<file path="config.mk">
export PLATFORM = sky130hd
export DESIGN_NAME = sliding_window_maximum
export DESIGN_NICKNAME = d
export VERILOG_FILES = /design/src/hdl/swm_pkg.sv /design/src/hdl/swm_cell.sv /design/src/hdl/swm_ctrl.sv /design/src/hdl/sliding_window_maximum.sv
export SDC_FILE = /design/constraint.sdc
export NUM_CORES = 2
export LEC_CHECK = 0
export ABC_AREA = 0
export BUFFER_PORTS_ARGS = -buffer_cell sky130_fd_sc_hd__buf_2
export CAP_MARGIN = 30
export CELL_PAD_IN_SITES_DETAIL_PLACEMENT = 1
export CELL_PAD_IN_SITES_GLOBAL_PLACEMENT = 2
export CORE_ASPECT_RATIO = 1.1
export CORE_UTILIZATION = 49
export CTS_CLUSTER_SIZE = 28
export DETAILED_ROUTE_END_ITERATION = 16
export GPL_TIMING_DRIVEN = 0
export PLACE_DENSITY = 0.91
export SLEW_MARGIN = 10
export SYNTH_ARGS = -nofsm -noshare
export SYNTH_HDL_FRONTEND = slang
export SYNTH_SLANG_ARGS = --single-unit
export TNS_END_PERCENT = 50
</file>
<file path="constraint.sdc">
create_clock -name clk -period 67 [get_ports clk]
set_clock_uncertainty 0.2 [all_clocks]
set_input_delay 3.35 -clock clk [delete_from_list [all_inputs] [get_ports clk]]
set_output_delay 3.35 -clock clk [all_outputs]
set_load 0.1 [all_outputs]
</file>
<file path="src/hdl/swm_pkg.sv">
package swm_pkg;

    localparam int MAX_WINDOW   = 64;
    localparam int SAMPLE_WIDTH = 16;
    localparam int WLEN_WIDTH   = 7;
    localparam int POS_WIDTH    = 16;
    localparam int CELL_IDX_W   = $clog2(MAX_WINDOW);
    localparam int WEFF_W       = $clog2(MAX_WINDOW + 1);

    typedef logic signed [SAMPLE_WIDTH-1:0] sample_t;
    typedef logic [WLEN_WIDTH-1:0]          wlen_t;
    typedef logic [POS_WIDTH-1:0]           pos_t;
    typedef logic [CELL_IDX_W-1:0]          cell_idx_t;
    typedef logic [WEFF_W-1:0]              weff_t;

    localparam wlen_t   WLEN_RESET = wlen_t'(3);
    localparam sample_t SAMPLE_MIN = {1'b1, {(SAMPLE_WIDTH-1){1'b0}}};

    typedef struct packed {
        logic      advance;
        logic      restart;
        cell_idx_t sel;
    } swm_ctl_t;

endpackage

</file>
<file path="src/hdl/swm_cell.sv">
module swm_cell (
    input  logic             clk,
    input  logic             rst_n,
    input  logic             advance,
    input  swm_pkg::sample_t sample,
    input  logic             link_valid,
    input  swm_pkg::sample_t link_max,
    output logic             valid,
    output swm_pkg::sample_t run_max
);
    import swm_pkg::*;

    logic    valid_reg;
    logic    valid_next;
    sample_t max_reg;
    sample_t max_next;

    always_comb
    begin
        valid_next = valid_reg;
        max_next   = max_reg;
        if (advance)
        begin
            valid_next = link_valid;
            max_next   = (link_valid && (link_max > sample)) ? link_max : sample;
        end
    end

    always_ff @(posedge clk or negedge rst_n)
    begin
        if (!rst_n)
        begin
            valid_reg <= 1'b0;
        end
        else
        begin
            valid_reg <= valid_next;
        end
    end

    always_ff @(posedge clk)
    begin
        max_reg <= max_next;
    end

    assign valid   = valid_reg;
    assign run_max = max_reg;

endmodule

</file>
<file path="src/hdl/swm_ctrl.sv">
module swm_ctrl (
    input  logic             clk,
    input  logic             rst_n,
    input  logic             cfg_valid,
    output logic             cfg_ready,
    input  swm_pkg::wlen_t   window_length,
    input  logic             in_valid,
    output logic             in_stall,
    input  logic             sequence_start,
    input  swm_pkg::sample_t cand_max,
    output swm_pkg::swm_ctl_t ctl,
    output logic             out_valid,
    input  logic             out_stall,
    output swm_pkg::sample_t window_max,
    output swm_pkg::pos_t    end_position
);
    import swm_pkg::*;

    wlen_t   wlen_reg;
    wlen_t   wlen_next;
    pos_t    count_reg;
    pos_t    count_next;
    weff_t   seen_reg;
    weff_t   seen_next;
    logic    out_valid_reg;
    logic    out_valid_next;
    sample_t max_reg;
    sample_t max_next;
    pos_t    pos_reg;
    pos_t    pos_next;

    weff_t   w_eff;
    weff_t   seen_base;
    pos_t    pos;
    logic    accept;
    logic    emit;

    always_comb
    begin
        if (wlen_reg == '0)
        begin
            w_eff = weff_t'(1);
        end
        else if (int'(wlen_reg) > MAX_WINDOW)
        begin
            w_eff = weff_t'(MAX_WINDOW);
        end
        else
        begin
            w_eff = weff_t'(wlen_reg);
        end
    end

    assign cfg_ready = 1'b1;
    assign in_stall  = out_valid_reg && out_stall;
    assign accept    = in_valid && !in_stall;

    assign ctl.advance = accept;
    assign ctl.restart = sequence_start;
    assign ctl.sel     = cell_idx_t'(w_eff - weff_t'(1));

    always_comb
    begin
        wlen_next      = wlen_reg;
        count_next     = count_reg;
        seen_next      = seen_reg;
        out_valid_next = out_valid_reg;
        max_next       = max_reg;
        pos_next       = pos_reg;
        pos            = sequence_start ? '0 : count_reg;
        seen_base      = sequence_start ? '0 : seen_reg;
        emit           = 1'b0;

        if (cfg_valid && cfg_ready)
        begin
            wlen_next = window_length;
        end

        if (seen_base > w_eff)
        begin
            seen_base = w_eff;
        end

        if (out_valid_reg && !out_stall)
        begin
            out_valid_next = 1'b0;
        end

        if (accept)
        begin
            count_next = pos + pos_t'(1);
            seen_next  = (seen_base < w_eff) ? seen_base + weff_t'(1) : seen_base;
            emit       = (seen_next == w_eff);
            out_valid_next = emit;
            if (emit)
            begin
                max_next = cand_max;
                pos_next = pos;
            end
        end
    end

    always_ff @(posedge clk or negedge rst_n)
    begin
        if (!rst_n)
        begin
            wlen_reg      <= WLEN_RESET;
            count_reg     <= '0;
            seen_reg      <= '0;
            out_valid_reg <= 1'b0;
        end
        else
        begin
            wlen_reg      <= wlen_next;
            count_reg     <= count_next;
            seen_reg      <= seen_next;
            out_valid_reg <= out_valid_next;
        end
    end

    always_ff @(posedge clk)
    begin
        max_reg <= max_next;
        pos_reg <= pos_next;
    end

    assign out_valid    = out_valid_reg;
    assign window_max   = max_reg;
    assign end_position = pos_reg;

endmodule

</file>
<file path="src/hdl/sliding_window_maximum.sv">
// Channel   Direction  Handshake           Payload
// cfg       in         cfg_valid/cfg_ready window_length
// in        in         in_valid/in_stall   sample_value, sequence_start
// out       out        out_valid/out_stall window_max, end_position
//
// One sample is taken per cycle unless stalled; its result, if any, appears
// in the output register on the next cycle. Cell k of the chain holds the
// maximum of the last k+1 samples, so each transfer updates every cell at once.
// Reset clears all valid bits, the counters and sets window_length to 3.
// in_stall rises only while a result sits in the output register under stall.
module sliding_window_maximum (
    input  logic             clk,
    input  logic             rst_n,
    input  logic             cfg_valid,
    output logic             cfg_ready,
    input  swm_pkg::wlen_t   window_length,
    input  logic             in_valid,
    output logic             in_stall,
    input  swm_pkg::sample_t sample_value,
    input  logic             sequence_start,
    output logic             out_valid,
    input  logic             out_stall,
    output swm_pkg::sample_t window_max,
    output swm_pkg::pos_t    end_position
);
    import swm_pkg::*;

    swm_ctl_t ctl;
    logic     link_valid [MAX_WINDOW];
    sample_t  link_max   [MAX_WINDOW];
    logic     cell_valid [MAX_WINDOW-1];
    sample_t  cell_max   [MAX_WINDOW-1];
    sample_t  cand_max;

    assign link_valid[0] = 1'b1;
    assign link_max[0]   = SAMPLE_MIN;

    for (genvar i = 0; i < MAX_WINDOW - 1; i++)
    begin : g_cell
        assign link_valid[i+1] = cell_valid[i] && !ctl.restart;
        assign link_max[i+1]   = cell_max[i];

        swm_cell u_cell (
            .clk        (clk),
            .rst_n      (rst_n),
            .advance    (ctl.advance),
            .sample     (sample_value),
            .link_valid (link_valid[i]),
            .link_max   (link_max[i]),
            .valid      (cell_valid[i]),
            .run_max    (cell_max[i])
        );
    end

    assign cand_max = (link_valid[ctl.sel] && (link_max[ctl.sel] > sample_value))
                      ? link_max[ctl.sel] : sample_value;

    swm_ctrl u_ctrl (
        .clk            (clk),
        .rst_n          (rst_n),
        .cfg_valid      (cfg_valid),
        .cfg_ready      (cfg_ready),
        .window_length  (window_length),
        .in_valid       (in_valid),
        .in_stall       (in_stall),
        .sequence_start (sequence_start),
        .cand_max       (cand_max),
        .ctl            (ctl),
        .out_valid      (out_valid),
        .out_stall      (out_stall),
        .window_max     (window_max),
        .end_position   (end_position)
    );

endmodule

</file>
==> impl_metrics.json <==
{
  "status": "finished, final reports clean",
  "drv_cap": 0,
  "endpoint_kind": "register",
  "area_delta_synth_final_pct": 12.4,
  "drt_wl_total_mm": 421,
  "num_rows": 158,
  "synth_cell_types": 86,
  "finalSetupViolations": 0,
  "initial_core_util": 0.495,
  "die_area_um2": 172000,
  "worstSetupPathType": "in -> reg",
  "wl_met2_mm": 176,
  "core_area_um2": 169000,
  "grt_use_total": 0.479,
  "fillers": 17300,
  "worstHoldPathType": "reg -> reg",
  "path_clk_slew_ps": 60,
  "post_cts_resized": 0,
  "pin_count": 64,
  "viasPerCell": 7.44,
  "grt_max_degree": 70,
  "postCtsSetupRepairBufs": 0,
  "grt_pass1_wl_mm": 575,
  "worstMarginPinSlew_ps": 1230,
  "clkLatencyLatePin_ps": 850,
  "arrival_ps": 11530,
  "drive_gt1_frac": 0.226,
  "wl_met1_mm": 150,
  "routed-wl-met3_mm": 53.2,
  "vias": 73500,
  "start_kind": "input port",
  "hold-path-cell-count": 2,
  "cts_buffers": 136,
  "cts-root-buf": "clkbuf_16",
  "rsz0062_at_grt": "no",
  "reg2reg_depth": 24,
  "dr.max_layer_used": "met5",
  "period_minus_slack_ps": 11190,
  "wl_per_cell_um": 42.6,
  "syn-num-nets": 8185,
  "largest_register_ffs": 1008,
  "initialDrtViolationCount": 9969,
  "slew_violations": 0,
  "cellLeakagePower_nw": 36.6,
  "cts_max_level": 4,
  "syn_area_per_cell_um2": 11.7,
  "synth_seq_cells": 1134,
  "clock_sinks": 1134,
  "crit_chain": "buf_2, clkbuf_1, clkbuf_1, clkbuf_1, nor2b_1, ha_1, o21a_1, a21oi_1, a21o_1, clkbuf_1, clkbuf_1, o21ai_0, ha_1, nand4_1, o221ai_1, a31oi_1, nand2_1, o2bb2ai_1, a2111oi_0, nand4_1, a21oi_4, buf_16",
  "synth-edff-count": 1040,
  "slowest_delay_ps": 850,
  "hold_viol": 0,
  "path_max_fanout": 27,
  "path_common_cell": "clkbuf_1",
  "async_flop_share": 0.0829,
  "ys.flop_type": "edfxtp_1",
  "place_hpwl_mm": 315,
  "syn-cell-area_um2": 83700,
  "overflow": 0,
  "cpLargestDelayFamily": "compound AO/OA/AOI/OAI gates",
  "slowest_stage": "a2111oi_0",
  "synthCells": 7133,
  "seq_area_frac_synth": 0.401,
  "grt_antenna_before_repair": 68,
  "drtAntennaViolNets": 0,
  "ir_worst_vdd_uv": 29.4,
  "synth_top_area_share": 0.373,
  "drt-pass1-iter-count": 7,
  "cts_tree": "yes",
  "crit_buf_inv": 7,
  "period_share": 0.167,
  "required_ps": 67340,
  "grt_pass1_vias": 73100,
  "postCtsHoldBufs": 0,
  "drc": 0,
  "p_per_area_nw_per_um2": 24.6,
  "routabilityCongestion": 1.09,
  "yosys-top-cells-area": "edfxtp_1, ha_1, mux2_2, mux4_2, dfrtp_1",
  "yosys.area.top_type": "edfxtp_1",
  "hold_slack_ps": 282,
  "ys_warn_count": 0,
  "max_clock_freq_ghz": 0.0894,
  "clockBufferDepth": 3,
  "final_nets": 8523,
  "io_buffers": 46,
  "die_h_um": 435,
  "crit_cells": 22,
  "die_w_um": 396,
  "finalSetupTns_ps": 0,
  "max-slew-margin-rel": 0.177
}
## logic make-up (layout without fill, tap and decap cells)
kind of cell    Yosys count  in the layout  share of synthesized area
xor+xnor                 24             24                    0.00269
other cells               1             57                  0.0000448
buf+inv                 621           1061                     0.0287
mux                    1201           1201                      0.191
fa+ha+maj              1023           1023                      0.153
compound gates         1508           1508                      0.123
flops                  1134           1134                      0.401
simple gates           1621           1621                      0.101
## final cells by class
cell class	count	area, um2	area share
diodes	56	140	0.00149
plain buffers	461	1900	0.0202
clock buffers	182	3720	0.0396
clock inverters	58	654	0.00695
inverters	160	658	0.00699
multi-input cells	5378	47800	0.508
flip-flops and latches	1134	33600	0.357
well taps	2240	2800	0.0298
repair buffers	200	2880	0.0306
## path summary, 6_finish.rpt
| path | start | end | slack, ps |
|---|---|---|---|
| max | sequence_start | u_ctrl.window_max[15] | 55810 |
| max reg2reg | u_ctrl.wlen_reg[1] | u_ctrl.window_max[15] | 56090 |
| min | g_cell[40].u_cell.valid | g_cell[40].u_cell.valid | 280 |
| min in group asynchronous | rst_n | u_ctrl.wlen_reg[3] | 2190 |
| max in group asynchronous | rst_n | g_cell[50].u_cell.valid | 63670 |
| min reg2reg | g_cell[40].u_cell.valid | g_cell[40].u_cell.valid | 280 |
## cell usage after synthesis (107+ instances only)
cell type  instances
edfxtp_1        1040
ha_1            1023
mux2_2           919
nand2_1          450
clkbuf_1         378
a21oi_1          342
nand3_1          312
a21o_1           289
o21a_1           254
nand4_1          234
mux4_2           219
o21ai_0          211
nor2_1           159
inv_1            157
nor2b_1          107
## per-stage QoR
stage / instance area, um2 / instances / worst slack (ps) / power [W] / util
after global routing: 94000 / 9827 / 55760 / 0.00234 / 0.556
after detailed placement: 89400 / 9550 / 55430 / 0.00151 / 0.529
after floorplan: 83700 / 7133 / 34110 / 0.00126 / -
after global placement: 86700 / 9419 / 21140 / 0.00154 / 0.513
after CTS: 93800 / 9790 / 56260 / 0.00227 / 0.555
final: 94100 / 9869 / 55810 / 0.00231 / 0.557
## worst reg2reg max path, stage by stage, from the launching register on
cell	delay [ps]
dfstp_2	360
buf_2	180
nor4_4	570
a21oi_1	410
inv_2	340
clkbuf_1	750
buf_2	860
buf_1	880
ha_1	300
nand3b_1	100
a21o_1	220
a21o_1	160
clkbuf_1	480
clkbuf_1	460
o21ai_0	270
ha_1	350
nand4_1	260
o221ai_1	290
a31oi_1	540
nand2_1	100
o2bb2ai_1	150
a2111oi_0	850
nand4_1	430
a21oi_4	820
buf_16	270
## layout by cell type (no fill, tap or decap), types with 141 or more instances in the layout
cell       count
clkbuf_1     358
nor2_1       159
clkbuf_16    141
edfxtp_1    1040
mux4_2       219
nand4_1      234
o21a_1       254
inv_1        142
o21ai_0      211
a21o_1       289
ha_1        1023
nand2_1      450
mux2_2       919
a21oi_1      341
nand3_1      312
## power by group
group | leakage (nW) | internal, W | switching [W]
logic | 23.0 | 0.000218 | 0.000426
clock network | 2.14 | 0.000437 | 0.000336
registers | 11.4 | 0.000837 | 0.0000601
## per-layer routing
layer | vias up | global-route usage
met4 | 46 | 0.396
li1 | 28900 | -
met1 | 37400 | 0.581
met3 | 1591 | 0.158
met2 | 5522 | 0.688
met5 | - | 0.00474
(Power assumes the default switching activity.)
